<file path="config.mk">
export PLATFORM = sky130hd
export DESIGN_NAME = kmeans_centroid_accumulator
export DESIGN_NICKNAME = d
export VERILOG_FILES = /design/src/design/kmca_pkg.sv /design/src/design/kmca_iter_unit.sv /design/src/design/kmeans_centroid_accumulator.sv
export SDC_FILE = /design/constraint.sdc
export NUM_CORES = 2
export LEC_CHECK = 0
export ABC_AREA = 1
export BUFFER_PORTS_ARGS = -buffer_cell sky130_fd_sc_hd__buf_2
export CAP_MARGIN = 20
export CORE_ASPECT_RATIO = 0.6
export CORE_UTILIZATION = 30
export CTS_BUF_LIST = sky130_fd_sc_hd__clkbuf_8
export CTS_CLUSTER_DIAMETER = 200
export CTS_CLUSTER_SIZE = 10
export DETAILED_ROUTE_END_ITERATION = 10
export HOLD_SLACK_MARGIN = 0.05
export PLACE_DENSITY = 0.49
export RECOVER_POWER = 25
export SETUP_SLACK_MARGIN = 0.2
export SYNTH_ARGS = -nofsm -noshare
export SYNTH_HDL_FRONTEND = slang
export SYNTH_HIERARCHICAL = 1
export SYNTH_SLANG_ARGS = --single-unit
</file>
<file path="constraint.sdc">
create_clock -name clk -period 15.65 [get_ports clk]
set_input_delay 0.7825 -clock clk [delete_from_list [all_inputs] [get_ports clk]]
set_output_delay 0.7825 -clock clk [all_outputs]
set_load 0.1 [all_outputs]
</file>
<file path="src/design/kmca_pkg.sv">
// shared types, codes and default sizes for the k-means centroid accumulator
package kmca_pkg;

  localparam int DEF_MAX_POINTS  = 65536;
  localparam int DEF_COORD_WIDTH = 24;

  typedef enum logic [1:0] {
    ACT_ADD    = 2'd0,
    ACT_UPDATE = 2'd1,
    ACT_CLEAR  = 2'd2,
    ACT_LOAD   = 2'd3
  } action_t;

  typedef enum logic {
    MODE_DIV  = 1'b0,
    MODE_SQRT = 1'b1
  } iter_mode_t;

  typedef struct packed {
    logic       start;
    iter_mode_t mode;
  } iter_req_t;

  typedef enum logic [3:0] {
    ST_IDLE,
    ST_DIVX_GO,
    ST_DIVX_RUN,
    ST_DIVY_GO,
    ST_DIVY_RUN,
    ST_DIFF_X,
    ST_MUL_X,
    ST_MUL_Y,
    ST_ADD_SQ,
    ST_ROOT_GO,
    ST_ROOT_RUN,
    ST_COMMIT
  } state_t;

endpackage

</file>
<file path="src/design/kmca_iter_unit.sv">
// shared restoring divide / square-root unit, one result bit per cycle
module kmca_iter_unit #(
  parameter int SUM_W = 41,
  parameter int CNT_W = 17,
  parameter int SQR_W = 49,
  parameter int AW    = 25
) (
  input  logic                clk,
  input  logic                rst,
  input  kmca_pkg::iter_req_t req,
  input  logic [SUM_W-1:0]    dividend,
  input  logic [CNT_W-1:0]    divisor,
  input  logic [SQR_W-1:0]    radicand,
  output logic                done,
  output logic [AW-1:0]       result
);
  import kmca_pkg::*;

  localparam int RT_W   = (SQR_W + 1) / 2;
  localparam int SRC_W  = (SUM_W > 2 * RT_W) ? SUM_W : 2 * RT_W;
  localparam int UW     = (CNT_W + 1 > AW + 3) ? CNT_W + 1 : AW + 3;
  localparam int N_MAX  = (SUM_W > RT_W) ? SUM_W : RT_W;
  localparam int STEP_W = $clog2(N_MAX + 1);

  logic              busy;
  iter_mode_t        mode;
  logic [SRC_W-1:0]  src;
  logic [UW-1:0]     rem;
  logic [AW-1:0]     acc;
  logic [CNT_W-1:0]  dvsr;
  logic [STEP_W-1:0] steps;

  logic [UW-1:0]     rem_sh;
  logic [UW-1:0]     opd;
  logic [UW:0]       diff;
  logic              ge;

  // one compare-subtract serves both recurrences
  always_comb begin
    if (mode == MODE_SQRT) begin
      rem_sh = {rem[UW-3:0], src[SRC_W-1 -: 2]};
      opd    = UW'({acc, 2'b01});
    end else begin
      rem_sh = {rem[UW-2:0], src[SRC_W-1]};
      opd    = UW'(dvsr);
    end
    diff = {1'b0, rem_sh} - {1'b0, opd};
    ge   = ~diff[UW];
  end

  always_ff @(posedge clk) begin
    if (rst) begin
      busy <= 1'b0;
      done <= 1'b0;
    end else begin
      done <= 1'b0;
      if (req.start) begin
        busy <= 1'b1;
      end else if (busy && steps == STEP_W'(1)) begin
        busy <= 1'b0;
        done <= 1'b1;
      end
    end
  end

  always_ff @(posedge clk) begin
    if (req.start) begin
      mode <= req.mode;
      rem  <= '0;
      acc  <= '0;
      dvsr <= divisor;
      if (req.mode == MODE_SQRT) begin
        // radicand padded to an even width and left aligned
        src   <= SRC_W'(radicand) << (SRC_W - 2 * RT_W);
        steps <= STEP_W'(RT_W);
      end else begin
        src   <= SRC_W'(dividend) << (SRC_W - SUM_W);
        steps <= STEP_W'(SUM_W);
      end
    end else if (busy) begin
      rem   <= ge ? diff[UW-1:0] : rem_sh;
      acc   <= {acc[AW-2:0], ge};
      src   <= (mode == MODE_SQRT) ? (src << 2) : (src << 1);
      steps <= steps - 1'b1;
    end
  end

  assign result = acc;

endmodule

</file>
<file path="src/design/kmeans_centroid_accumulator.sv">
// One two-dimensional k-means cluster: point accumulation, centroid update and movement.
// Add, clear, load and an update on an empty cluster go straight to the output register and are
// accepted back to back while the output register is free. An update on a
// non-empty cluster runs on one shared bit-serial divide/square-root unit:
// two signed divisions of the SUM_W = COORD_WIDTH + clog2(MAX_POINTS+1) bit sums,
// then the squared distance through one multiplier, then a square root with a
// COORD_WIDTH+1 bit result; no new item is taken until the update is done.
// Every transfer in gives exactly one transfer out, held in an output register
// until taken, and the threshold register is written through move_threshold_we.
module kmeans_centroid_accumulator #(
  parameter int  MAX_POINTS  = kmca_pkg::DEF_MAX_POINTS,
  parameter int  COORD_WIDTH = kmca_pkg::DEF_COORD_WIDTH,
  localparam int CNT_W       = $clog2(MAX_POINTS + 1),
  localparam int MOVE_W      = COORD_WIDTH + 1
) (
  input  logic                          clk,
  input  logic                          rst,
  input  logic                          move_threshold_we,
  input  logic [MOVE_W-1:0]             move_threshold,
  input  logic                          in_valid,
  output logic                          in_stall,
  input  logic [1:0]                    action,
  input  logic signed [COORD_WIDTH-1:0] coord_x,
  input  logic signed [COORD_WIDTH-1:0] coord_y,
  output logic                          out_valid,
  input  logic                          out_stall,
  output logic signed [COORD_WIDTH-1:0] centroid_x,
  output logic signed [COORD_WIDTH-1:0] centroid_y,
  output logic [MOVE_W-1:0]             movement,
  output logic                          below_threshold,
  output logic [CNT_W-1:0]              point_count,
  output logic                          was_empty,
  output logic                          overflow
);
  import kmca_pkg::*;

  localparam int CW    = COORD_WIDTH;
  localparam int SUM_W = CW + CNT_W;
  localparam int SQ_W  = 2 * CW + 1;
  localparam int SQR_W = (SQ_W > 64) ? 64 : SQ_W;

  state_t                 state, state_next;
  iter_req_t              req;
  logic                   iter_done;
  logic [MOVE_W-1:0]      iter_result;

  logic [MOVE_W-1:0]      thresh;
  logic signed [CW-1:0]   cx, cy;
  logic signed [SUM_W-1:0] sum_x, sum_y;
  logic [CNT_W-1:0]       count;
  logic [MOVE_W-1:0]      last_move;

  logic signed [CW-1:0]   new_x, new_y;
  logic [CW-1:0]          dmag;
  logic [2*CW-1:0]        sqx, sqy;
  logic [SQR_W-1:0]       radicand;

  logic signed [CW-1:0]   cx_next, cy_next;
  logic signed [SUM_W-1:0] sum_x_next, sum_y_next;
  logic [CNT_W-1:0]       count_next;
  logic [MOVE_W-1:0]      move_next;
  logic                   empty_next, ovf_next;

  action_t                act;
  logic                   accept, out_free, go_update, upd_en;
  logic [SUM_W-1:0]       div_src, mag_x, mag_y;
  logic [CW-1:0]          quot, quot_neg;
  logic signed [CW-1:0]   da, db;
  logic [CW:0]            diff_ext, diff_neg;
  logic [CW-1:0]          dmag_next;
  logic [SQ_W-1:0]        sq_full;
  logic [SQR_W-1:0]       sq_sat;

  assign act       = action_t'(action);
  assign out_free  = ~out_valid | ~out_stall;
  assign in_stall  = (state != ST_IDLE) | ~out_free;
  assign accept    = in_valid & ~in_stall;
  assign go_update = (act == ACT_UPDATE) && (count != '0);
  assign upd_en    = (accept & ~go_update) | ((state == ST_COMMIT) & out_free);

  // sequencer
  always_ff @(posedge clk) begin
    if (rst) begin
      state <= ST_IDLE;
    end else begin
      state <= state_next;
    end
  end

  always_comb begin
    state_next = state;
    req        = '{start: 1'b0, mode: MODE_DIV};
    case (state)
      ST_IDLE: begin
        if (accept && go_update) state_next = ST_DIVX_GO;
      end
      ST_DIVX_GO: begin
        req.start  = 1'b1;
        state_next = ST_DIVX_RUN;
      end
      ST_DIVX_RUN: begin
        if (iter_done) state_next = ST_DIVY_GO;
      end
      ST_DIVY_GO: begin
        req.start  = 1'b1;
        state_next = ST_DIVY_RUN;
      end
      ST_DIVY_RUN: begin
        if (iter_done) state_next = ST_DIFF_X;
      end
      ST_DIFF_X: state_next = ST_MUL_X;
      ST_MUL_X:  state_next = ST_MUL_Y;
      ST_MUL_Y:  state_next = ST_ADD_SQ;
      ST_ADD_SQ: state_next = ST_ROOT_GO;
      ST_ROOT_GO: begin
        req.start  = 1'b1;
        req.mode   = MODE_SQRT;
        state_next = ST_ROOT_RUN;
      end
      ST_ROOT_RUN: begin
        if (iter_done) state_next = ST_COMMIT;
      end
      ST_COMMIT: begin
        if (out_free) state_next = ST_IDLE;
      end
      default: state_next = ST_IDLE;
    endcase
  end

  // magnitudes of the sums; the sign is applied to the quotient afterwards
  assign mag_x   = sum_x[SUM_W-1] ? (~sum_x + 1'b1) : sum_x;
  assign mag_y   = sum_y[SUM_W-1] ? (~sum_y + 1'b1) : sum_y;
  assign div_src = (state == ST_DIVX_GO) ? mag_x : mag_y;

  kmca_iter_unit #(
    .SUM_W(SUM_W),
    .CNT_W(CNT_W),
    .SQR_W(SQR_W),
    .AW   (MOVE_W)
  ) u_iter (
    .clk     (clk),
    .rst     (rst),
    .req     (req),
    .dividend(div_src),
    .divisor (count),
    .radicand(radicand),
    .done    (iter_done),
    .result  (iter_result)
  );

  assign quot     = iter_result[CW-1:0];
  assign quot_neg = ~quot + 1'b1;

  // absolute centroid shift on one axis
  assign da        = (state == ST_DIFF_X) ? new_x : new_y;
  assign db        = (state == ST_DIFF_X) ? cx : cy;
  assign diff_ext  = {da[CW-1], da} - {db[CW-1], db};
  assign diff_neg  = ~diff_ext + 1'b1;
  assign dmag_next = diff_ext[CW] ? diff_neg[CW-1:0] : diff_ext[CW-1:0];

  assign sq_full = {1'b0, sqx} + {1'b0, sqy};

  generate
    if (SQ_W > SQR_W) begin : g_sat
      assign sq_sat = (|sq_full[SQ_W-1:SQR_W]) ? '1 : sq_full[SQR_W-1:0];
    end else begin : g_nosat
      assign sq_sat = sq_full;
    end
  endgenerate

  always_ff @(posedge clk) begin
    case (state)
      ST_DIVX_RUN: if (iter_done) new_x <= sum_x[SUM_W-1] ? quot_neg : quot;
      ST_DIVY_RUN: if (iter_done) new_y <= sum_y[SUM_W-1] ? quot_neg : quot;
      ST_DIFF_X:   dmag <= dmag_next;
      ST_MUL_X: begin
        sqx  <= dmag * dmag;
        dmag <= dmag_next;
      end
      ST_MUL_Y:  sqy <= dmag * dmag;
      ST_ADD_SQ: radicand <= sq_sat;
      default: ;
    endcase
  end

  // architectural state after the current item
  always_comb begin
    cx_next    = cx;
    cy_next    = cy;
    sum_x_next = sum_x;
    sum_y_next = sum_y;
    count_next = count;
    move_next  = last_move;
    empty_next = 1'b0;
    ovf_next   = 1'b0;
    if (state == ST_COMMIT) begin
      cx_next   = new_x;
      cy_next   = new_y;
      move_next = iter_result;
    end else begin
      case (act)
        ACT_ADD: begin
          if (count < CNT_W'(MAX_POINTS)) begin
            sum_x_next = sum_x + {{CNT_W{coord_x[CW-1]}}, coord_x};
            sum_y_next = sum_y + {{CNT_W{coord_y[CW-1]}}, coord_y};
            count_next = count + 1'b1;
          end else begin
            ovf_next = 1'b1;
          end
        end
        ACT_UPDATE: begin
          // only reached here for an empty cluster
          move_next  = '0;
          empty_next = 1'b1;
        end
        ACT_CLEAR: begin
          sum_x_next = '0;
          sum_y_next = '0;
          count_next = '0;
        end
        ACT_LOAD: begin
          cx_next = coord_x;
          cy_next = coord_y;
        end
        default: ;
      endcase
    end
  end

  always_ff @(posedge clk) begin
    if (rst) begin
      thresh    <= '0;
      cx        <= '0;
      cy        <= '0;
      sum_x     <= '0;
      sum_y     <= '0;
      count     <= '0;
      last_move <= '0;
      out_valid <= 1'b0;
    end else begin
      if (move_threshold_we) thresh <= move_threshold;
      if (upd_en) begin
        cx        <= cx_next;
        cy        <= cy_next;
        sum_x     <= sum_x_next;
        sum_y     <= sum_y_next;
        count     <= count_next;
        last_move <= move_next;
        out_valid <= 1'b1;
      end else if (out_valid && !out_stall) begin
        out_valid <= 1'b0;
      end
    end
  end

  // result register
  always_ff @(posedge clk) begin
    if (upd_en) begin
      centroid_x      <= cx_next;
      centroid_y      <= cy_next;
      movement        <= move_next;
      below_threshold <= move_next < thresh;
      point_count     <= count_next;
      was_empty       <= empty_next;
      overflow        <= ovf_next;
    end
  end

endmodule

</file>
# ---- After elaboration in Yosys (flattened, before gate mapping)
# Cells that the tools add are included.
dict set report op_classes {
  add_sub_neg 11
  multipliers 1
  magnitude_cmp 2
  eq_ne 21
  n_mux 46
  n_bitwise 18
  reduce_logical 21
}
# cell n
set ops {}
lappend ops {{two-way mux 24 bit} 9}
lappend ops {{two-way mux 41 bit} 5}
lappend ops {{two-way mux 50 bit} 4}
lappend ops {{one-hot mux 41 bit (2 select lines)} 2}
lappend ops {{adder 41 x 1 -> 41 bit (second input constant)} 2}
lappend ops {{adder 41 bit} 2}
lappend ops {{inverter 41 bit} 2}
lappend ops {{two-way mux 27 bit} 2}
lappend ops {{two-way mux 25 bit} 2}
lappend ops {{adder 48 x 48 -> 49 bit} 1}
lappend ops {{adder 24 x 1 -> 24 bit (second input constant)} 2}
lappend ops {{multiplier 24 x 24 -> 48 bit} 1}
lappend ops {{inverter 24 bit} 2}
lappend ops {{one-hot mux 4 bit (12 select lines)} 1}
lappend ops {{two-way mux 17 bit} 2}
lappend ops {{one-hot mux 17 bit (2 select lines)} 1}
lappend ops {{subtractor 28 x 27 -> 29 bit} 1}
lappend ops {{two-way mux 28 bit} 1}
lappend ops {{less-than comparator 25 bit} 1}
lappend ops {{subtractor 24 x 24 -> 25 bit} 1}
lappend ops {{two-way mux 4 bit} 5}
lappend ops {{two-way mux 6 bit} 3}
lappend ops {{adder 17 x 1 -> 17 bit (second input constant)} 1}
lappend ops {{less-than comparator 17 bit (second input constant)} 1}
lappend ops {{other kinds (26)} 66}
dict set report totals {
  ff_bits 640
  inputBits 80
  output_inout_bits 95
  wordCells 150
}

# ---- Logic depth before layout (Yosys ltp)
dict set report logic_depth {
  word_depth 9
  depth_mapped 30
  mapped_depth_nobuf 29
}

# ---- Hierarchy
# The synthesis kept the hierarchy.
# module instances cells_per_inst area_per_inst_um2 seq_area_each_um2
set modules_own_cells {}
lappend modules_own_cells {kmeans_centroid_accumulator 1 6641 50220.7 13292.7}
lappend modules_own_cells {kmca_iter_unit 1 1173 8369.3 3303.2}

# ---- Worst setup path before layout
# OpenSTA, ideal clock, no wires.
dict set report synth_path {
  kind {reg2reg}
  from {register dmag[2]}
  to {register sqx[37], data pin}
  setup_ps 262
  t_arrival_ps 6110
  t_required_ps 15388
  setup_slack_ps 9278
  path_stages_with_launch 30
  path_buffers 1
  period_less_slack_ps 6372
  path_cell_list {edfxtp_1 clkbuf_1 nand2_1 fa_1 inv_1 fa_1 inv_1 fa_1 inv_1 fa_1 inv_1 fa_1 inv_1 fa_1 inv_1 fa_1 inv_1 ha_1 nand2_1 nand2_1 a31oi_1 nor2_1 nor2_1 inv_1 a21oi_1 o21ai_1 nand2_1 inv_1 o21ai_0 nand2_1}
}
dict set report synth_between {
  elab_chain_cells 1
}
# item line_no
set synth_rtl {}
lappend synth_rtl {{start: declaration} kmeans_centroid_accumulator.sv:54} ;# logic [CW-1:0] dmag;
lappend synth_rtl {{start signal: assignment} kmeans_centroid_accumulator.sv:175} ;# ST_DIFF_X: dmag <= dmag_next;
lappend synth_rtl {{start signal: assignment} kmeans_centroid_accumulator.sv:178} ;# dmag <= dmag_next;
lappend synth_rtl {{multiplier 24 x 24 -> 48 bit} kmeans_centroid_accumulator.sv:177} ;# sqx <= dmag * dmag;
lappend synth_rtl {{end signal: assignment} kmeans_centroid_accumulator.sv:177}
lappend synth_rtl {{end: declaration} kmeans_centroid_accumulator.sv:55} ;# logic [2*CW-1:0] sqx, sqy;
# Every way passes these cells.
# A chain may end at the register's enable or synchronous reset.

# ---- Worst setup path in the final report
dict set report layout_path {
  from {register dmag[0]}
  to {register sqx[27], data pin}
}
# The elaborated chain is that of the path after synthesis.

==> flow_metrics.tcl <==
set metrics [dict create \
    cts_tree "done" \
    cp_num_buf_inv 5 \
    core_mm2 0.1938 \
    synth_edf_count 382 \
    cap_violations 13 \
    slew_viol_final 661 \
    worstPathCellList "clkbuf_1, nand2_1, fa_1, inv_1, fa_1, fa_1, fa_1, fa_1, fa_1, inv_1, fa_1, inv_1, ha_1, a21oi_1, inv_1, a31oi_1, o21ai_0, nand2_1, nand2_1, a21oi_1, xor2_1" \
    synth-compound-area-share_pct 12.41 \
    yosysMostFrequentCell "nand2_1" \
    vias 52430 \
    cts_max_level 3 \
    setup_viol 0 \
    place_area_mm2 0.06229 \
    fillers 20860 \
    synthSimpleGateAreaFrac_pct 22.23 \
    firstDrtPassIters 8 \
    path_common_cell "fa_1" \
    start_kind "flip-flop" \
    min-delay-start "move_threshold[17]" \
    crit_fanout 26 \
    status "complete, but fails checks" \
    slowest_delay_ns 1.23 \
    synth_seq_cells 638 \
    floorplan.die_area_mm2 0.1971 \
    die_w_um 572.5 \
    critical_path.slowest_cell "clkbuf_1" \
    fin_setup_tns_ns 0 \
    cts_buffers 73 \
    netlist_area_mm2 0.05859 \
    wirelength_mm 213.8 \
    num_rows 125 \
    synth_top_area_cell "edfxtp_1" \
    ys_warn_count 6 \
    max_freq_mhz 119.8 \
    top_usage_layer "met1" \
    synthXorXnorAreaFrac_pct 2.437 \
    startpoint "dmag[0]$_DFFE_PP_" \
    grt_max_degree 105 \
    cts_resized 0 \
    layout-drive-gt1-share_pct 5.208 \
    nets 8790 \
    synth_top_flop_cell "edfxtp_1" \
    hp-class "in -> reg" \
    synthCells 7814 \
    grt_pass1_vias 49130 \
    initial_core_util_pct 30.24 \
    synthAdderAreaFrac_pct 22.77 \
    clockBufferDepth 3 \
    postCtsSetupBuffers 0 \
    synth_top_family_by_area "adder cells" \
    grt_remaining_overflow 0 \
    hold_buffers 0 \
    grt_first_pass_wirelength_mm 318.1 \
    antenna_left 0 \
    io_pins 175 \
    slew_headroom_pct -150.5 \
    fin_hold_ws_ns 0.3112 \
    drc_errors 0 \
    yosys.area.top_type_share_pct 19.58 \
    clk_pin_slew_worst_paths_ns 0.10 \
    use_met2_pct 26.34 \
    async_reset_ff_share_pct 0 \
    final_area_mm2 0.06357 \
    die_y_um 344.3 \
    crit_path_end_kind "flip-flop" \
    place_congestion 0.9548 \
    reg2reg_from "dmag[0]$_DFFE_PP_" \
    critPathKind "reg -> reg" \
    dp_hpwl_mm 173.6 \
    synthTopCellsByCount "1885 x nand2_1, 1444 x inv_1, 665 x nor2_1" \
    hold_viol_final 0 \
    cp.required_ns 16.11 \
    synthMuxAreaShare_pct 0.8030 \
    synthTopCellsByArea "edfxtp_1 20%, fa_1 15%, nand2_1 12%, inv_1 9.3%, dfxtp_1 8.7%" \
    antenna_found_initial 15 \
    area_growth_pct 8.493 \
    clockRootBuffer "clkbuf_8" \
    cp.arrival_ns 8.81 \
    cts.sinks 638 \
    first_iter_violations 5613 \
    fin_skew_ns 0.06684 \
    grtUsageMet1_pct 35.66 \
    violations "max-capacitance violations, max-slew violations" \
    timing.final.crit_share_pct 53.36 \
    rsz0062_at_grt "no" \
    grt_usage_pct 21.40 \
    insertion_delay_ns 0.79 \
    period_minus_slack_ns 8.350 \
    viasPerCell 4.965 \
    synth_cell_types 65 \
    syn_nets 8704 \
    path_delay_family "adder cells" \
    synth-seq-area-share_pct 28.33 \
    wl_per_cell_um 20.24 \
    tightestPinTransition_ns 3.757 \
    synth.avg_cell_area_um2 7.498 \
    io_buffers 174 \
    gr-usage-met3_pct 5.906 \
]
-- flip-flops by register name, indices dropped and copies added, names as in the netlist, 27 cells and up --
register,count
sum_y,41
sum_x,41
u_iter/src,50
radicand,49
sqx,47
sqy,47
u_iter/rem,27
-- layer usage --
metal	wire length, µm	part of all wire (%)
met5	0	0
met4	2819	1.3
met3	21900	10
met2	75530	35
met1	113500	53
-- worst register-to-register path: cells and delay by family (launching register included) --
family	cells	cell delay [ns]
AOI/OAI and AO/OA	4	1.19
xor gates and xnor gates	1	0.45
and+or+nand+nor	3	0.58
adders and majority gates	8	4.02
DFF	1	0.34
buffers and inverters	5	1.45
-- cell families (layout without fill, tap and decap cells) --
family | Yosys count | in the layout
AND/OR/NAND/NOR | 3150 | 3150
buffers and inverters | 1693 | 1828
AO/OA/AOI/OAI | 1313 | 1313
adder cells (fa/ha/maj) | 810 | 810
flip-flops | 638 | 638
XOR/XNOR | 163 | 163
multiplexers | 47 | 47
other | 0 | 7
-- per-stage QoR --
step	setup slack, ns	instances	utilization [%]
2_1_floorplan	9.278	7814	-
3_3_place_gp	8.283	10420	32.14
3_5_place_dp	8.333	10420	32.14
4_1_cts	8.280	10550	32.81
5_1_grt	7.017	10550	32.80
6_report	7.300	10560	32.80
-- placed cells by master (no fill, tap or decap), types with 63 or more instances in the layout --
master / Yosys / final
o21ai_0: 446 / 445
edfxtp_1: 382 / 382
nand3_1: 317 / 317
nor3_1: 63 / 63
clkbuf_8: 0 / 74
buf_2: 36 / 173
dfxtp_1: 256 / 255
inv_1: 1444 / 1488
ha_1: 383 / 383
nor2_1: 665 / 663
xor2_1: 120 / 120
nand2_1: 1885 / 1885
fa_1: 427 / 427
a21oi_1: 545 / 545
nand4_1: 69 / 69
-- area by class of cell --
cell class / count / area, µm² / share of cell area [%]
clock inverter: 50 / 269.0 / 0.4232
clock buffer: 74 / 1018 / 1.602
multi-input combinational: 5483 / 35560 / 55.94
tap: 2603 / 3257 / 5.124
timing repair buffer: 240 / 1348 / 2.120
sequential: 638 / 16600 / 26.11
inverter: 1464 / 5498 / 8.649
antenna: 7 / 17.52 / 0.02756
-- final timing paths --
check | slack, ns | cells after the start | to
worst max-delay path | 7.30 | 21 | sqx[27]$_DFFE_PP_
worst min-delay path | 0.31 | 3 | thresh[17]$_SDFFE_PP0P_
worst max register to register | 7.30 | 21 | sqx[27]$_DFFE_PP_
worst min register to register | 0.45 | 0 | u_iter/dvsr[15]$_DFFE_PP_
Power is not shown: default switching activity piles up to over one toggle a cycle in this logic, so the estimate is an artifact.
